### src/rtl/core/acfd_pkg.sv
// shared constants and types of the link frame deframer
package acfd_pkg;

  // fixed frame bytes
  localparam logic [7:0] HDR_B0      = 8'hd0;
  localparam logic [7:0] HDR_B1      = 8'hc0;
  localparam logic [7:0] HDR_B2      = 8'h02;
  localparam logic [7:0] SEP_BYTE    = 8'hfe;
  localparam logic [7:0] FOOTER_BYTE = 8'he0;

  // byte positions within the frame header
  localparam logic [8:0] POS_HDR0     = 9'd0;
  localparam logic [8:0] POS_HDR1     = 9'd1;
  localparam logic [8:0] POS_HDR2     = 9'd2;
  localparam logic [8:0] POS_LEN      = 9'd3;
  localparam logic [8:0] POS_ZERO_LO  = 9'd4;
  localparam logic [8:0] POS_ZERO_HI  = 9'd8;
  localparam logic [8:0] POS_CNT      = 9'd9;
  localparam logic [8:0] POS_SEP      = 9'd10;
  localparam logic [8:0] POS_TYPE_HI  = 9'd11;
  localparam logic [8:0] POS_TYPE_LO  = 9'd12;
  localparam logic [8:0] POS_PLEN     = 9'd13;
  localparam logic [8:0] PAYLOAD_START = 9'd14;
  localparam logic [9:0] FRAME_OVERHEAD = 10'd16;
  localparam logic [8:0] BYTE_CNT_MAX  = 9'd511;

  // record walker phases
  localparam logic [1:0] PH_ID   = 2'd0;
  localparam logic [1:0] PH_LEN  = 2'd1;
  localparam logic [1:0] PH_VAL  = 2'd2;
  localparam logic [1:0] PH_STOP = 2'd3;

  // sticky error flag bits
  localparam int FL_CSUM = 0;
  localparam int FL_HDR  = 1;
  localparam int FL_ZERO = 2;
  localparam int FL_SEP  = 3;
  localparam int FL_OVR  = 4;
  localparam int FL_W    = 5;

  // frame status codes
  localparam logic [2:0] ST_OK     = 3'd0;
  localparam logic [2:0] ST_LENGTH = 3'd1;
  localparam logic [2:0] ST_CSUM   = 3'd2;
  localparam logic [2:0] ST_HEADER = 3'd3;
  localparam logic [2:0] ST_ZERO   = 3'd4;
  localparam logic [2:0] ST_SEP    = 3'd5;
  localparam logic [2:0] ST_FOOTER = 3'd6;
  localparam logic [2:0] ST_OVERRUN = 3'd7;

  localparam logic KIND_REG    = 1'b0;
  localparam logic KIND_STATUS = 1'b1;

  typedef struct packed {
    logic        out_kind;
    logic [7:0]  reg_id;
    logic [7:0]  reg_len;
    logic [7:0]  byte_pos;
    logic [7:0]  value_byte;
    logic        has_value;
    logic        reg_done;
    logic [2:0]  frame_status;
    logic [7:0]  msg_counter;
    logic [15:0] message_type;
    logic [7:0]  message_len;
    logic [7:0]  payload_len;
  } acfd_result_t;

endpackage

### src/rtl/core/acfd_in_if.sv
// input channel: one received frame byte per transfer
interface acfd_in_if;
  logic       valid;
  logic       ready;
  logic [7:0] rx_byte;
  logic       frame_end;

  modport source (output valid, output rx_byte, output frame_end, input ready);
  modport sink   (input valid, input rx_byte, input frame_end, output ready);
endinterface

### src/rtl/core/acfd_out_if.sv
// result channel: register value results and end-of-frame status
interface acfd_out_if;
  logic        valid;
  logic        ready;
  logic        out_kind;
  logic [7:0]  reg_id;
  logic [7:0]  reg_len;
  logic [7:0]  byte_pos;
  logic [7:0]  value_byte;
  logic        has_value;
  logic        reg_done;
  logic [2:0]  frame_status;
  logic [7:0]  msg_counter;
  logic [15:0] message_type;
  logic [7:0]  message_len;
  logic [7:0]  payload_len;

  modport source (
    output valid, output out_kind, output reg_id, output reg_len, output byte_pos,
    output value_byte, output has_value, output reg_done, output frame_status,
    output msg_counter, output message_type, output message_len, output payload_len,
    input ready
  );
  modport sink (
    input valid, input out_kind, input reg_id, input reg_len, input byte_pos,
    input value_byte, input has_value, input reg_done, input frame_status,
    input msg_counter, input message_type, input message_len, input payload_len,
    output ready
  );
endinterface

### src/rtl/core/ac_link_frame_deframer_core.sv
// link frame deframer: header checks, record walk and frame status
// each byte's result is registered in the result register, or in the skid entry while an earlier result waits
// throughput: one byte per cycle while the skid entry is empty; frame state updates in a single pass per byte
// a two-entry output buffer (result register plus skid) keeps input ready while a result waits
// reset: rst_n synchronous, active low; clears frame state and empties the output buffer
// frame state also clears itself after every byte marked as frame end
module ac_link_frame_deframer_core
  import acfd_pkg::*;
(
  input  logic           clk,
  input  logic           rst_n,
  acfd_in_if.sink        in_ch,
  acfd_out_if.source     out_ch
);

  logic [8:0]     byte_cnt_r,  byte_cnt_nxt;
  logic [7:0]     xor_r,       xor_nxt;
  logic [FL_W-1:0] flags_r,    flags_nxt;
  logic [7:0]     msg_len_r,   msg_len_nxt;
  logic [7:0]     counter_r,   counter_nxt;
  logic [15:0]    mtype_r,     mtype_nxt;
  logic [7:0]     pld_len_r,   pld_len_nxt;
  logic [1:0]     phase_r,     phase_nxt;
  logic [7:0]     cur_id_r,    cur_id_nxt;
  logic [7:0]     cur_len_r,   cur_len_nxt;
  logic [7:0]     vidx_r,      vidx_nxt;

  acfd_result_t   out_data_r, skid_data_r, res;
  logic           out_valid_r, skid_valid_r;

  logic           acc;
  logic           emit;
  logic [7:0]     b;
  logic [8:0]     pos;
  logic [8:0]     pay_end;
  logic [9:0]     n_bytes;
  logic [2:0]     status;

  assign acc     = in_ch.valid && in_ch.ready;
  assign b       = in_ch.rx_byte;
  assign pos     = byte_cnt_r;
  assign pay_end = PAYLOAD_START + {1'b0, pld_len_r};
  assign n_bytes = {1'b0, pos} + 10'd1;

  always_comb begin
    byte_cnt_nxt = byte_cnt_r;
    xor_nxt      = xor_r;
    flags_nxt    = flags_r;
    msg_len_nxt  = msg_len_r;
    counter_nxt  = counter_r;
    mtype_nxt    = mtype_r;
    pld_len_nxt  = pld_len_r;
    phase_nxt    = phase_r;
    cur_id_nxt   = cur_id_r;
    cur_len_nxt  = cur_len_r;
    vidx_nxt     = vidx_r;
    emit         = 1'b0;
    status       = ST_OK;
    res          = '0;

    if (pos < PAYLOAD_START) begin
      xor_nxt = xor_r ^ b;
      if ((pos == POS_HDR0 && b != HDR_B0) || (pos == POS_HDR1 && b != HDR_B1) ||
          (pos == POS_HDR2 && b != HDR_B2)) begin
        flags_nxt[FL_HDR] = 1'b1;
      end
      if (pos inside {[POS_ZERO_LO:POS_ZERO_HI]} && b != 8'd0) begin
        flags_nxt[FL_ZERO] = 1'b1;
      end
      if (pos == POS_SEP && b != SEP_BYTE) begin
        flags_nxt[FL_SEP] = 1'b1;
      end
      if (pos == POS_LEN)     msg_len_nxt = b;
      if (pos == POS_CNT)     counter_nxt = b;
      if (pos == POS_TYPE_HI) mtype_nxt[15:8] = b;
      if (pos == POS_TYPE_LO) mtype_nxt[7:0] = b;
      if (pos == POS_PLEN)    pld_len_nxt = b;
    end else if (pos < pay_end) begin
      xor_nxt = xor_r ^ b;
      case (phase_r)
        PH_ID: begin
          cur_id_nxt = b;
          // id on the last payload byte leaves no room for its length
          if (n_bytes >= {1'b0, pay_end}) begin
            flags_nxt[FL_OVR] = 1'b1;
            phase_nxt = PH_STOP;
          end else begin
            phase_nxt = PH_LEN;
          end
        end
        PH_LEN: begin
          cur_len_nxt = b;
          if ({1'b0, pos} + {2'b00, b} >= {1'b0, pay_end}) begin
            flags_nxt[FL_OVR] = 1'b1;
            phase_nxt = PH_STOP;
          end else if (b == 8'd0) begin
            emit          = 1'b1;
            res.reg_done  = 1'b1;
            phase_nxt     = PH_ID;
          end else begin
            vidx_nxt  = 8'd0;
            phase_nxt = PH_VAL;
          end
        end
        PH_VAL: begin
          emit           = 1'b1;
          res.byte_pos   = vidx_r;
          res.value_byte = b;
          res.has_value  = 1'b1;
          if ({1'b0, vidx_r} + 9'd1 >= {1'b0, cur_len_r}) begin
            res.reg_done = 1'b1;
            phase_nxt    = PH_ID;
          end else begin
            vidx_nxt = vidx_r + 8'd1;
          end
        end
        default: ;
      endcase
    end else if (pos == pay_end) begin
      if (b != xor_r) flags_nxt[FL_CSUM] = 1'b1;
    end

    if (byte_cnt_r != BYTE_CNT_MAX) byte_cnt_nxt = byte_cnt_r + 9'd1;

    res.out_kind     = KIND_REG;
    res.reg_id       = cur_id_nxt;
    res.reg_len      = cur_len_nxt;
    res.frame_status = ST_OK;
    res.msg_counter  = counter_nxt;
    res.message_type = mtype_nxt;
    res.message_len  = msg_len_nxt;
    res.payload_len  = pld_len_nxt;

    if (in_ch.frame_end) begin
      if (n_bytes < {1'b0, PAYLOAD_START} || n_bytes != FRAME_OVERHEAD + {2'b00, pld_len_nxt})
        status = ST_LENGTH;
      else if (flags_nxt[FL_CSUM]) status = ST_CSUM;
      else if (flags_nxt[FL_HDR])  status = ST_HEADER;
      else if (flags_nxt[FL_ZERO]) status = ST_ZERO;
      else if (flags_nxt[FL_SEP])  status = ST_SEP;
      else if (b != FOOTER_BYTE)   status = ST_FOOTER;
      else if (flags_nxt[FL_OVR])  status = ST_OVERRUN;

      res              = '0;
      res.out_kind     = KIND_STATUS;
      res.frame_status = status;
      res.msg_counter  = counter_nxt;
      res.message_type = mtype_nxt;
      res.message_len  = msg_len_nxt;
      res.payload_len  = pld_len_nxt;
      emit             = 1'b1;

      byte_cnt_nxt = '0;
      xor_nxt      = '0;
      flags_nxt    = '0;
      msg_len_nxt  = '0;
      counter_nxt  = '0;
      mtype_nxt    = '0;
      pld_len_nxt  = '0;
      phase_nxt    = PH_ID;
      cur_id_nxt   = '0;
      cur_len_nxt  = '0;
      vidx_nxt     = '0;
    end
  end

  always_ff @(posedge clk) begin
    if (!rst_n) begin
      byte_cnt_r <= '0;
      xor_r      <= '0;
      flags_r    <= '0;
      msg_len_r  <= '0;
      counter_r  <= '0;
      mtype_r    <= '0;
      pld_len_r  <= '0;
      phase_r    <= PH_ID;
      cur_id_r   <= '0;
      cur_len_r  <= '0;
      vidx_r     <= '0;
    end else if (acc) begin
      byte_cnt_r <= byte_cnt_nxt;
      xor_r      <= xor_nxt;
      flags_r    <= flags_nxt;
      msg_len_r  <= msg_len_nxt;
      counter_r  <= counter_nxt;
      mtype_r    <= mtype_nxt;
      pld_len_r  <= pld_len_nxt;
      phase_r    <= phase_nxt;
      cur_id_r   <= cur_id_nxt;
      cur_len_r  <= cur_len_nxt;
      vidx_r     <= vidx_nxt;
    end
  end

  // result register with skid entry; input stalls only when the skid is full
  always_ff @(posedge clk) begin
    if (!rst_n) begin
      out_valid_r  <= 1'b0;
      skid_valid_r <= 1'b0;
    end else if (out_valid_r && out_ch.ready) begin
      if (skid_valid_r) begin
        out_valid_r  <= 1'b1;
        skid_valid_r <= 1'b0;
      end else begin
        out_valid_r <= acc && emit;
      end
    end else if (out_valid_r) begin
      if (acc && emit) skid_valid_r <= 1'b1;
    end else begin
      out_valid_r <= acc && emit;
    end
  end

  always_ff @(posedge clk) begin
    if (out_valid_r && out_ch.ready) begin
      if (skid_valid_r) out_data_r <= skid_data_r;
      else if (acc && emit) out_data_r <= res;
    end else if (out_valid_r) begin
      if (acc && emit) skid_data_r <= res;
    end else if (acc && emit) begin
      out_data_r <= res;
    end
  end

  assign in_ch.ready         = !skid_valid_r;
  assign out_ch.valid        = out_valid_r;
  assign out_ch.out_kind     = out_data_r.out_kind;
  assign out_ch.reg_id       = out_data_r.reg_id;
  assign out_ch.reg_len      = out_data_r.reg_len;
  assign out_ch.byte_pos     = out_data_r.byte_pos;
  assign out_ch.value_byte   = out_data_r.value_byte;
  assign out_ch.has_value    = out_data_r.has_value;
  assign out_ch.reg_done     = out_data_r.reg_done;
  assign out_ch.frame_status = out_data_r.frame_status;
  assign out_ch.msg_counter  = out_data_r.msg_counter;
  assign out_ch.message_type = out_data_r.message_type;
  assign out_ch.message_len  = out_data_r.message_len;
  assign out_ch.payload_len  = out_data_r.payload_len;

endmodule

### src/flat_wrapper.sv
// flat-port wrapper written by rule: the top's interface ports become plain ports
module ac_link_frame_deframer_core_flat import acfd_pkg::*;
  (clk, rst_n, in_ch_valid, in_ch_rx_byte, in_ch_frame_end, in_ch_ready, out_ch_valid, out_ch_out_kind, out_ch_reg_id, out_ch_reg_len, out_ch_byte_pos, out_ch_value_byte, out_ch_has_value, out_ch_reg_done, out_ch_frame_status, out_ch_msg_counter, out_ch_message_type, out_ch_message_len, out_ch_payload_len, out_ch_ready);
  acfd_in_if in_ch_i ();
  acfd_out_if out_ch_i ();
  input  logic clk;
  input  logic rst_n;
  input wire logic [$bits(in_ch_i.valid)-1:0] in_ch_valid;
  input wire logic [$bits(in_ch_i.rx_byte)-1:0] in_ch_rx_byte;
  input wire logic [$bits(in_ch_i.frame_end)-1:0] in_ch_frame_end;
  output wire logic [$bits(in_ch_i.ready)-1:0] in_ch_ready;
  output wire logic [$bits(out_ch_i.valid)-1:0] out_ch_valid;
  output wire logic [$bits(out_ch_i.out_kind)-1:0] out_ch_out_kind;
  output wire logic [$bits(out_ch_i.reg_id)-1:0] out_ch_reg_id;
  output wire logic [$bits(out_ch_i.reg_len)-1:0] out_ch_reg_len;
  output wire logic [$bits(out_ch_i.byte_pos)-1:0] out_ch_byte_pos;
  output wire logic [$bits(out_ch_i.value_byte)-1:0] out_ch_value_byte;
  output wire logic [$bits(out_ch_i.has_value)-1:0] out_ch_has_value;
  output wire logic [$bits(out_ch_i.reg_done)-1:0] out_ch_reg_done;
  output wire logic [$bits(out_ch_i.frame_status)-1:0] out_ch_frame_status;
  output wire logic [$bits(out_ch_i.msg_counter)-1:0] out_ch_msg_counter;
  output wire logic [$bits(out_ch_i.message_type)-1:0] out_ch_message_type;
  output wire logic [$bits(out_ch_i.message_len)-1:0] out_ch_message_len;
  output wire logic [$bits(out_ch_i.payload_len)-1:0] out_ch_payload_len;
  input wire logic [$bits(out_ch_i.ready)-1:0] out_ch_ready;
  assign in_ch_i.valid = in_ch_valid;
  assign in_ch_i.rx_byte = in_ch_rx_byte;
  assign in_ch_i.frame_end = in_ch_frame_end;
  assign in_ch_ready = in_ch_i.ready;
  assign out_ch_valid = out_ch_i.valid;
  assign out_ch_out_kind = out_ch_i.out_kind;
  assign out_ch_reg_id = out_ch_i.reg_id;
  assign out_ch_reg_len = out_ch_i.reg_len;
  assign out_ch_byte_pos = out_ch_i.byte_pos;
  assign out_ch_value_byte = out_ch_i.value_byte;
  assign out_ch_has_value = out_ch_i.has_value;
  assign out_ch_reg_done = out_ch_i.reg_done;
  assign out_ch_frame_status = out_ch_i.frame_status;
  assign out_ch_msg_counter = out_ch_i.msg_counter;
  assign out_ch_message_type = out_ch_i.message_type;
  assign out_ch_message_len = out_ch_i.message_len;
  assign out_ch_payload_len = out_ch_i.payload_len;
  assign out_ch_i.ready = out_ch_ready;
  ac_link_frame_deframer_core u_core (.clk(clk), .rst_n(rst_n), .in_ch(in_ch_i), .out_ch(out_ch_i));
endmodule
### config.mk
export PLATFORM = sky130hd
export DESIGN_NAME = ac_link_frame_deframer_core_flat
export DESIGN_NICKNAME = d
export VERILOG_FILES = /design/src/rtl/core/acfd_pkg.sv /design/src/rtl/core/acfd_in_if.sv /design/src/rtl/core/acfd_out_if.sv /design/src/rtl/core/ac_link_frame_deframer_core.sv /design/src/flat_wrapper.sv
export SDC_FILE = /design/constraint.sdc
export NUM_CORES = 1
export LEC_CHECK = 0
export BUFFER_PORTS_ARGS = -buffer_cell sky130_fd_sc_hd__buf_4
export CELL_PAD_IN_SITES_DETAIL_PLACEMENT = 1
export CELL_PAD_IN_SITES_GLOBAL_PLACEMENT = 2
export CORE_MARGIN = 2
export CORE_UTILIZATION = 43
export DETAILED_ROUTE_END_ITERATION = 8
export PLACE_DENSITY_LB_ADDON = 0.1
export SYNTH_ARGS = -nofsm -noshare
export SYNTH_HDL_FRONTEND = slang
export SYNTH_SLANG_ARGS = --single-unit
### constraint.sdc
create_clock -name clk -period 17.75 [get_ports clk]
set_input_delay 2.6625 -clock clk [delete_from_list [all_inputs] [get_ports clk]]
set_output_delay 2.6625 -clock clk [all_outputs]
set_load 0.02 [all_outputs]
==> impl_metrics.ini, run 1 <==
[outcome]
outcome = finished, final reports clean

[grt]
grt_util_met3 = 0.0233
grt_usage = 0.244
grt_pass1_vias = 10600
grt_pass1_wl_um = 60400
antenna_found_initial = 0
grt_remaining_overflow = 0
gr-usage-met2 = 0.421
grt_start_max_net_pins = 92
busiest_layer = met2
grtUsageMet1 = 0.326

[setup_path]
reg2reg_depth = 19
cp.arrival_ps = 7510
cp-end-kind = flip-flop
worstPathRequired_ps = 17940
r2r_slack_ps = 12250
r2r_start = u_core.byte_cnt_r[0]$_SDFFE_PN0P_
worstSetupPathType = input port to flip-flop
path_max_fanout = 61
reg2reg_to = u_core.skid_data_r[8]$_DFFE_PP_
worstSetupStartpointType = input port

[timing]
finalSetupTns_ps = 0
setup_viol = 0
max-slew-margin-rel = 0.337
rsz0062_at_grt = no
hold_viol = 0
min_period_ps = 7320
period_share = 0.413
clock_skew_ps = 12.5
finalMaxSlewViolations = 0
tightest_slew_ps = 994
timing.fmax_mhz = 137

[place]
port-buffer-count = 92
dp.cells = 1719
placedInstanceArea_um2 = 14100
hpwl_um = 24100
gp_congestion = 0.831

[synth]
netlist.area_leader.share = 0.357
synth_ff_type = edfxtp_1
synth-seq-cells = 246
synth_edf_count = 156
yosysSeqAreaShare = 0.494
synth_top_area_cell = edfxtp_1
postSynthCellCount = 1307
yosys_warnings = 0
synthTopCellsByArea = edfxtp_1 36%, dfxtp_1 14%, nand2_1 5.4%, ha_1 5.1%, mux2i_1 4.7%
synth_cell_types = 69
synthTopCellsByCount = 188 x nand2_1, 156 x edfxtp_1, 90 x dfxtp_1
synth_nets = 1375
ys_async_sr_fraction = 0
syn_avg_cell_area_um2 = 10.0
synth.most_common_cell = nand2_1
synth_area_um2 = 13100

[hold_path]
hold_path_end = u_core.cur_id_r[7]$_SDFFE_PN0P_
worstHoldStart = u_core.cur_id_r[7]$_SDFFE_PN0P_
hold_path.class = flip-flop to flip-flop
hold_depth = 2

[floorplan]
start_util = 0.439
std_cell_rows = 63
die_height_um = 179
core_um2 = 29900
ios = 93
die_x_um = 179
die-area_um2 = 31900

[pwr]
p_seq_frac = 0.480
swShare = 0.256
worst_ir_drop_vdd_uv = 69.9
comb_power_share = 0.107
clkPwrFrac = 0.413
p_per_area_nw_per_um2 = 90.8
p_int_w = 0.00101
p_switching_w = 0.000350
leakage_nw = 5.50

[route]
wire_per_inst_um = 21.5
drtPass1Iterations = 5
vias_per_cell = 5.73
vias = 10200
drc = 0
initialDrtViolationCount = 530
wl_um = 38200
ant_nets = 0

[layout]
fill_cells = 3360
fin_cells = 1772
area_growth_pct = 14.3
drive_gt1_frac = 0.148
n_antenna_cell = 0
nets = 1428
final_cell_area_um2 = 15000
post-route-util = 0.502

[clock_network]
cts_resized = 0
cts_buffers = 29
ctsHoldBuffers = 0
post_cts_buffers = 0
cts.clk_slew.worst_paths_ps = 60
cts_sinks = 246
clk-insertion-delay-late_ps = 570
clockRootBuffer = clkbuf_16
cts.path.max_buffers = 3
htreeDepth = 1
cts_tree = done

[flow_run]
max_cap_violations = 0
-- cell usage in the layout (no fill, tap or decap), types with 6 or more instances in the layout --
master | synthesis | final
nand4_1 | 8 | 8
o21bai_1 | 6 | 6
dfxtp_1 | 90 | 90
a31oi_1 | 22 | 22
inv_1 | 36 | 36
nor3_1 | 11 | 11
edfxtp_1 | 156 | 156
a22oi_1 | 45 | 45
nor2b_1 | 53 | 52
and2_1 | 28 | 28
a21boi_0 | 24 | 24
o21ai_0 | 83 | 83
mux2_2 | 38 | 38
nor2_1 | 61 | 58
clkbuf_1 | 71 | 14
nand2_1 | 188 | 186
ha_1 | 54 | 54
buf_4 | 0 | 106
a21oi_1 | 53 | 52
o21ai_1 | 16 | 16
mux2i_1 | 62 | 62
a21o_1 | 8 | 7
clkbuf_16 | 0 | 29
xnor2_1 | 24 | 24
nand3_1 | 42 | 42
a211oi_1 | 8 | 8
xor2_1 | 14 | 14
nor4_1 | 11 | 11
-- flip-flops by register name (all words and copies together) (netlist names), 2 cells and up --
name / count
u_core.out_ch.message_type: 16
u_core.xor_r: 8
u_core.out_ch.reg_len: 8
u_core.byte_cnt_r: 9
u_core.pld_len_r: 8
u_core.out_ch.frame_status: 3
u_core.flags_r: 5
u_core.cur_id_r: 8
u_core.out_ch.byte_pos: 8
u_core.out_ch.reg_id: 8
u_core.mtype_r: 16
u_core.out_ch.message_len: 8
u_core.skid_data_r: 78
u_core.vidx_r: 8
u_core.out_ch.value_byte: 8
u_core.out_ch.msg_counter: 8
u_core.cur_len_r: 8
u_core.out_ch.payload_len: 8
u_core.msg_len_r: 8
u_core.phase_r: 2
u_core.counter_r: 8
-- power by group through the flow --
stage / sequential, W / clock (W) / combinational, W
2_1_floorplan: 0.000693 / 0 / 0.0000532
3_3_place_gp: 0.000666 / 0 / 0.000145
3_5_place_dp: 0.000666 / 0 / 0.000147
4_1_cts: 0.000655 / 0.000576 / 0.000148
5_1_grt: 0.000658 / 0.000595 / 0.000158
6_report: 0.000654 / 0.000563 / 0.000146
-- critical path, cell delays in order --
cell	delay, ps
buf_4	200
ha_1	270
fa_1	410
a21o_1	190
a21oi_1	210
o21bai_1	90
a21oi_1	220
o21bai_1	90
a21oi_1	190
xnor2_1	150
ha_1	270
nand3_1	100
nor2_1	60
a21oi_1	210
and4_1	380
a21oi_2	90
buf_4	280
nor2_4	550
buf_4	780
-- per-stage QoR --
step           hold slack (ps)  total power (W)  setup slack [ps]
5_1_grt                    497          0.00141             10060
6_report                   471          0.00136             10430
4_1_cts                    471          0.00138             10440
3_5_place_dp               462         0.000814              9860
2_1_floorplan              444         0.000746              8200
3_3_place_gp               453         0.000811              9950
-- cell type report --
type	count	area (um2)	area share
clock buffers	47	833	0.0555
clock inverters	6	50.0	0.00333
inverters	36	135	0.00900
multi-input cells	941	6220	0.414
flip-flops and latches	246	6490	0.432
well taps	390	488	0.0325
repair buffers	106	796	0.0530
-- cell families (layout without fill, tap and decap cells) --
group | Yosys count | count (layout) | synth area share
buffers and inverters | 120 | 195 | 0.0362
multiplexers | 100 | 100 | 0.0799
flip-flops | 246 | 246 | 0.494
AO/OA/AOI/OAI | 306 | 306 | 0.148
XOR/XNOR | 38 | 38 | 0.0254
AND/OR/NAND/NOR | 442 | 442 | 0.164
adder cells (fa/ha/maj) | 55 | 55 | 0.0530
-- worst max-delay path by stage --
stage	from	endpoint	slack (ps)	cells past startpoint
2_1_floorplan	in_ch_rx_byte[0]	u_core.skid_data_r[0]$_DFFE_PP_	8200	19
3_3_place_gp	in_ch_rx_byte[0]	u_core.skid_data_r[4]$_DFFE_PP_	9950	19
3_5_place_dp	in_ch_rx_byte[0]	u_core.skid_data_r[4]$_DFFE_PP_	9860	19
4_1_cts	in_ch_rx_byte[0]	u_core.skid_data_r[11]$_DFFE_PP_	10440	19
5_1_grt	in_ch_rx_byte[0]	u_core.skid_data_r[6]$_DFFE_PP_	10060	19
6_report	in_ch_rx_byte[0]	u_core.skid_data_r[8]$_DFFE_PP_	10430	19
-- routing by layer --
metal / part of all wire / up-vias
met5: 0 / -
li1: - / 4844
met4: 0.023 / 0
met2: 0.49 / 201
met3: 0.038 / 59
met1: 0.45 / 5056
(Power assumes the default switching activity.)
==> run 2: changes to the inputs <==
CORE_UTILIZATION = 36   (was 43)
clock period = 6.1 ns   (was 17.75 ns; I/O delays follow)
==> run 2 against run 1 <==
  * Hold slack got worse by 4.9 ps
  * First-iteration DRC count rose by 10%
  * Final area grew 2.7%
==> impl_metrics.ini, run 2 (same netlist as run 1, synthesis figures left out) <==
[setup_path]
cp-end-kind = flip-flop
cp_cell_sequence = or4_4 > nor3_4 > mux2_2 > ha_1 > a31oi_1 > mux2_2 > mux2i_1 > or4_1 > nor4_1 > nand4b_1 > a31oi_1
worstSetupStartpointType = flip-flop
cp.arrival_ps = 5130
r2r_start = u_core.byte_cnt_r[6]$_SDFFE_PN0P_
reg2reg_depth = 11
cpPeakStageDelay_ps = 720
cpMaxStageDelayCell = nor3_4
crit_path_end = u_core.out_ch.frame_status[2]$_DFFE_PP_
worstSetupPathType = flip-flop to flip-flop
r2r_slack_ps = 1380
cp-startpoint = u_core.byte_cnt_r[6]$_SDFFE_PN0P_
path_max_fanout = 17
reg2reg_to = u_core.out_ch.frame_status[2]$_DFFE_PP_
worstPathRequired_ps = 6510

[pwr]
leakage_nw = 5.61
worst_ir_drop_vdd_uv = 203
p_per_area_nw_per_um2 = 280

[layout]
post-route-util = 0.431
fin_cells = 1852
nets = 1436
largest_reg_flops = 78
n_antenna_cell = 0
final_cell_area_um2 = 15400
regMostFlops = u_core.skid_data_r
final_cell_mix = 186 x nand2_1, 156 x edfxtp_1, 112 x buf_4
area_growth_pct = 17.4
drive_gt1_frac = 0.165
final_common_cell = nand2_1

[floorplan]
die_height_um = 195
core_um2 = 35700
die-area_um2 = 38000
std_cell_rows = 69
die_x_um = 195
start_util = 0.367
ios = 93

[route]
drc = 0
wire_per_inst_um = 22.1
vias_per_cell = 5.50
ant_nets = 0
initialDrtViolationCount = 585
drtPass1Iterations = 5
wl_um = 41000
vias = 10200

[grt]
grt_remaining_overflow = 0
antenna_found_initial = 0
grt_usage = 0.213
grt_pass1_wl_um = 63100
grt_pass1_vias = 10300
grt_start_max_net_pins = 79

[place]
dp_slack_ps = 1000
gp_congestion = 0.824
port-buffer-count = 92
hpwl_um = 26800
placedInstanceArea_um2 = 14300
dp.cells = 1798

[timing]
setup_viol = 0
hold_viol = 0
finalMaxSlewViolations = 0
rsz0062_at_grt = no
finalSetupTns_ps = 0
max-slew-margin-rel = 0.419
timing.fmax_mhz = 212
period_share = 0.773
min_period_ps = 4720
setup_slack_ps = 1380
tightest_slew_ps = 850
clock_skew_ps = 13.5

[clock_network]
cts_resized = 0
clockRootBuffer = clkbuf_16
cts.path.max_buffers = 3
cts_tree = done
cts_buffers = 29
cts_sinks = 246
cts.clk_slew.worst_paths_ps = 60
post_cts_buffers = 0
htreeDepth = 1
clk-insertion-delay-late_ps = 570
ctsHoldBuffers = 0

[outcome]
outcome = finished, final reports clean

[flow_run]
max_cap_violations = 0

[hold_path]
hold_path.class = flip-flop to flip-flop
[run 2: layer usage]
metal  vias up  GRT usage  wire length [um]
met5         -          0                 0
met3        60     0.0253              1290
met2       161      0.354             19200
met1      5120      0.293             19500
li1       4850          -                 -
met4         0     0.0568              1020
[run 2: critical path: cells and delay by family, from the launching register on]
| family | cells | cell delay (ps) |
|---|---|---|
| AO/OA/AOI/OAI | 2 | 350 |
| AND/OR/NAND/NOR | 5 | 2670 |
| adder cells (fa/ha/maj) | 1 | 370 |
| flip-flops | 1 | 480 |
| multiplexers | 3 | 700 |
[run 2: report_power, final]
group | leakage (nW) | total (W) | internal [W] | switching [W]
Clock | 0.520 | 0.00197 | 0.00121 | 0.000756
Combinational | 2.80 | 0.000433 | 0.000163 | 0.000270
Sequential | 2.28 | 0.00191 | 0.00186 | 0.0000536
[run 2: area by class of cell]
type | instances | area (um2)
well taps | 461 | 577
clock inverters | 20 | 299
repair buffers | 114 | 881
multi-input cells | 941 | 6260
fillers | 3977 | 20300
flip-flops and latches | 246 | 6490
clock buffers | 34 | 776
inverters | 36 | 135
[run 2: worst min path at each step]
stage | cells past startpoint | from | end | slack, ps
CTS | 2 | u_core.cur_id_r[4]$_SDFFE_PN0P_ | u_core.cur_id_r[4]$_SDFFE_PN0P_ | 470
floorplan | 2 | u_core.cur_id_r[5]$_SDFFE_PN0P_ | u_core.cur_id_r[5]$_SDFFE_PN0P_ | 440
global route | 2 | u_core.cur_id_r[2]$_SDFFE_PN0P_ | u_core.cur_id_r[2]$_SDFFE_PN0P_ | 480
finish | 2 | u_core.cur_id_r[4]$_SDFFE_PN0P_ | u_core.cur_id_r[4]$_SDFFE_PN0P_ | 470
detailed placement | 2 | u_core.cur_id_r[2]$_SDFFE_PN0P_ | u_core.cur_id_r[2]$_SDFFE_PN0P_ | 460
global placement | 2 | u_core.cur_id_r[4]$_SDFFE_PN0P_ | u_core.cur_id_r[4]$_SDFFE_PN0P_ | 450
[run 2: stage by stage]
stage	power [W]	hold slack (ps)
2_1_floorplan	0.00217	444
3_3_place_gp	0.00238	453
3_5_place_dp	0.00238	463
4_1_cts	0.00437	472
5_1_grt	0.00446	484
6_report	0.00431	466
==> run 3: changes to the inputs <==
CORE_UTILIZATION = 40   (was 36)
clock period = 4.4 ns   (was 6.1 ns; I/O delays follow)
==> run 3 against run 2 <==
  * Combinational power increased by 41%
  * Power increased by 30%
  * Die area down 9.8%
  * Critical endpoint is now u_core.skid_data_r[42]$_DFFE_PP_
==> impl_metrics.ini, run 3 (same netlist as run 1, synthesis figures left out) <==
[outcome]
outcome = finished, final reports clean

[flow_run]
max_cap_violations = 0

[floorplan]
ios = 93
die_x_um = 185
start_util = 0.405
std_cell_rows = 66
die-area_um2 = 34300
die_height_um = 185
core_um2 = 32500

[clock_network]
htreeDepth = 1
clk-insertion-delay-late_ps = 560
cts_tree = done
ctsHoldBuffers = 0
cts.clk_slew.worst_paths_ps = 60
cts_buffers = 28
clockRootBuffer = clkbuf_16
cts_sinks = 246
cts.path.max_buffers = 3
cts_resized = 0
post_cts_buffers = 0

[setup_path]
cp.arrival_ps = 4550
r2r_slack_ps = 240
path_max_fanout = 4
worstSetupStartpointType = flip-flop
worstSetupPathType = flip-flop to flip-flop
worstPathRequired_ps = 4780
cp-end-kind = flip-flop

[grt]
grt_remaining_overflow = 0
antenna_found_initial = 0
grt_start_max_net_pins = 79
grt_usage = 0.236
grt_pass1_wl_um = 62600
grt_pass1_vias = 10600

[timing]
rsz0062_at_grt = no
min_period_ps = 4160
holdWs_ps = 452
finalMaxSlewViolations = 0
setup_viol = 0
timing.fmax_mhz = 240
period_share = 0.946
clock_skew_ps = 10.8
tightest_slew_ps = 853
max-slew-margin-rel = 0.429
hold_viol = 0

[layout]
n_antenna_cell = 0
nets = 1465
final_common_cell = nand2_1
largest_reg_flops = 78
area_growth_pct = 18.4
final_cell_mix = 186 x nand2_1, 156 x edfxtp_1, 134 x buf_4
drive_gt1_frac = 0.178
regMostFlops = u_core.skid_data_r
post-route-util = 0.479

[pwr]
p_per_area_nw_per_um2 = 359
p_seq_frac = 0.474
worst_ir_drop_vdd_uv = 288
p_int_w = 0.00414
swShare = 0.259
leakage_nw = 5.71
comb_power_share = 0.109
clkPwrFrac = 0.417
p_switching_w = 0.00145
power.total_w = 0.00559

[place]
hpwl_um = 26800
gp_congestion = 0.845
port-buffer-count = 92

[route]
initialDrtViolationCount = 591
vias_per_cell = 5.55
drtPass1Iterations = 5
vias = 10300
ant_nets = 0
wire_per_inst_um = 21.4
wl_um = 39900
drc = 0

[hold_path]
hold_path.class = input port to flip-flop
run 3: cell count changes in the layout (fill, tap and decap cells not counted), moves of 2 or more:
cell,previous run,this run
buf_12,2,10
clkbuf_1,3,9
clkinv_2,5,3
bufinv_16,7,1
clkbuf_8,1,5
clkbuf_16,30,28
buf_4,112,134
clkinv_4,2,0
run 3: critical path: stages, from the launching register on:
cell and delay (ps):
dfxtp_1 330, inv_1 130, ha_1 320, nand4b_1 280, nor3_4 260, mux2_2 430, ha_1 380, a31oi_1 160
mux2_2 160, mux2i_1 50, or4_1 580, or3_1 380, or2_4 270, nor3b_2 250
run 3: cell type report:
class | instances | area, um2
well taps | 442 | 553
clock buffers | 42 | 803
fillers | 3586 | 16900
clock inverters | 10 | 111
inverters | 36 | 135
flip-flops and latches | 246 | 6490
multi-input cells | 941 | 6250
repair buffers | 144 | 1210
run 3: final timing paths:
kind | end | from | depth (start not counted)
max | u_core.skid_data_r[42]$_DFFE_PP_ | u_core.byte_cnt_r[1]$_SDFFE_PN0P_ | 13
min | u_core.skid_valid_r$_SDFFE_PP0P_ | out_ch_ready | 4
max reg2reg | u_core.skid_data_r[42]$_DFFE_PP_ | u_core.byte_cnt_r[1]$_SDFFE_PN0P_ | 13
min reg2reg | u_core.cur_id_r[2]$_SDFFE_PN0P_ | u_core.cur_id_r[2]$_SDFFE_PN0P_ | 2
run 3: stage by stage:
stage / cell area, um2 / cells / setup TNS [ps] / setup slack [ps]
2_1_floorplan: 13200 / 1307 / -213710 / -2740
3_3_place_gp: 14600 / 1809 / 0 / 4.14
3_5_place_dp: 14600 / 1809 / -1280 / -104
4_1_cts: 15500 / 1861 / 0 / 239
5_1_grt: 15500 / 1861 / 0 / 74.6
6_report: 15500 / 1861 / 0 / 238
run 3: layer usage:
metal | global-route usage | up-vias | part of all wire
met1 | 0.320 | 5183 | 0.47
met3 | 0.0283 | 61 | 0.034
li1 | - | 4913 | -
met5 | 0 | - | 0
met2 | 0.402 | 180 | 0.47
met4 | 0.0587 | 0 | 0.023
run 3: power by group through the flow:
stage | registers, W | logic, W | clock network, W
finish | 0.00265 | 0.000611 | 0.00233
global route | 0.00266 | 0.000660 | 0.00247
floorplan | 0.00280 | 0.000218 | 0
global placement | 0.00269 | 0.000606 | 0
CTS | 0.00265 | 0.000619 | 0.00239
detailed placement | 0.00269 | 0.000618 | 0
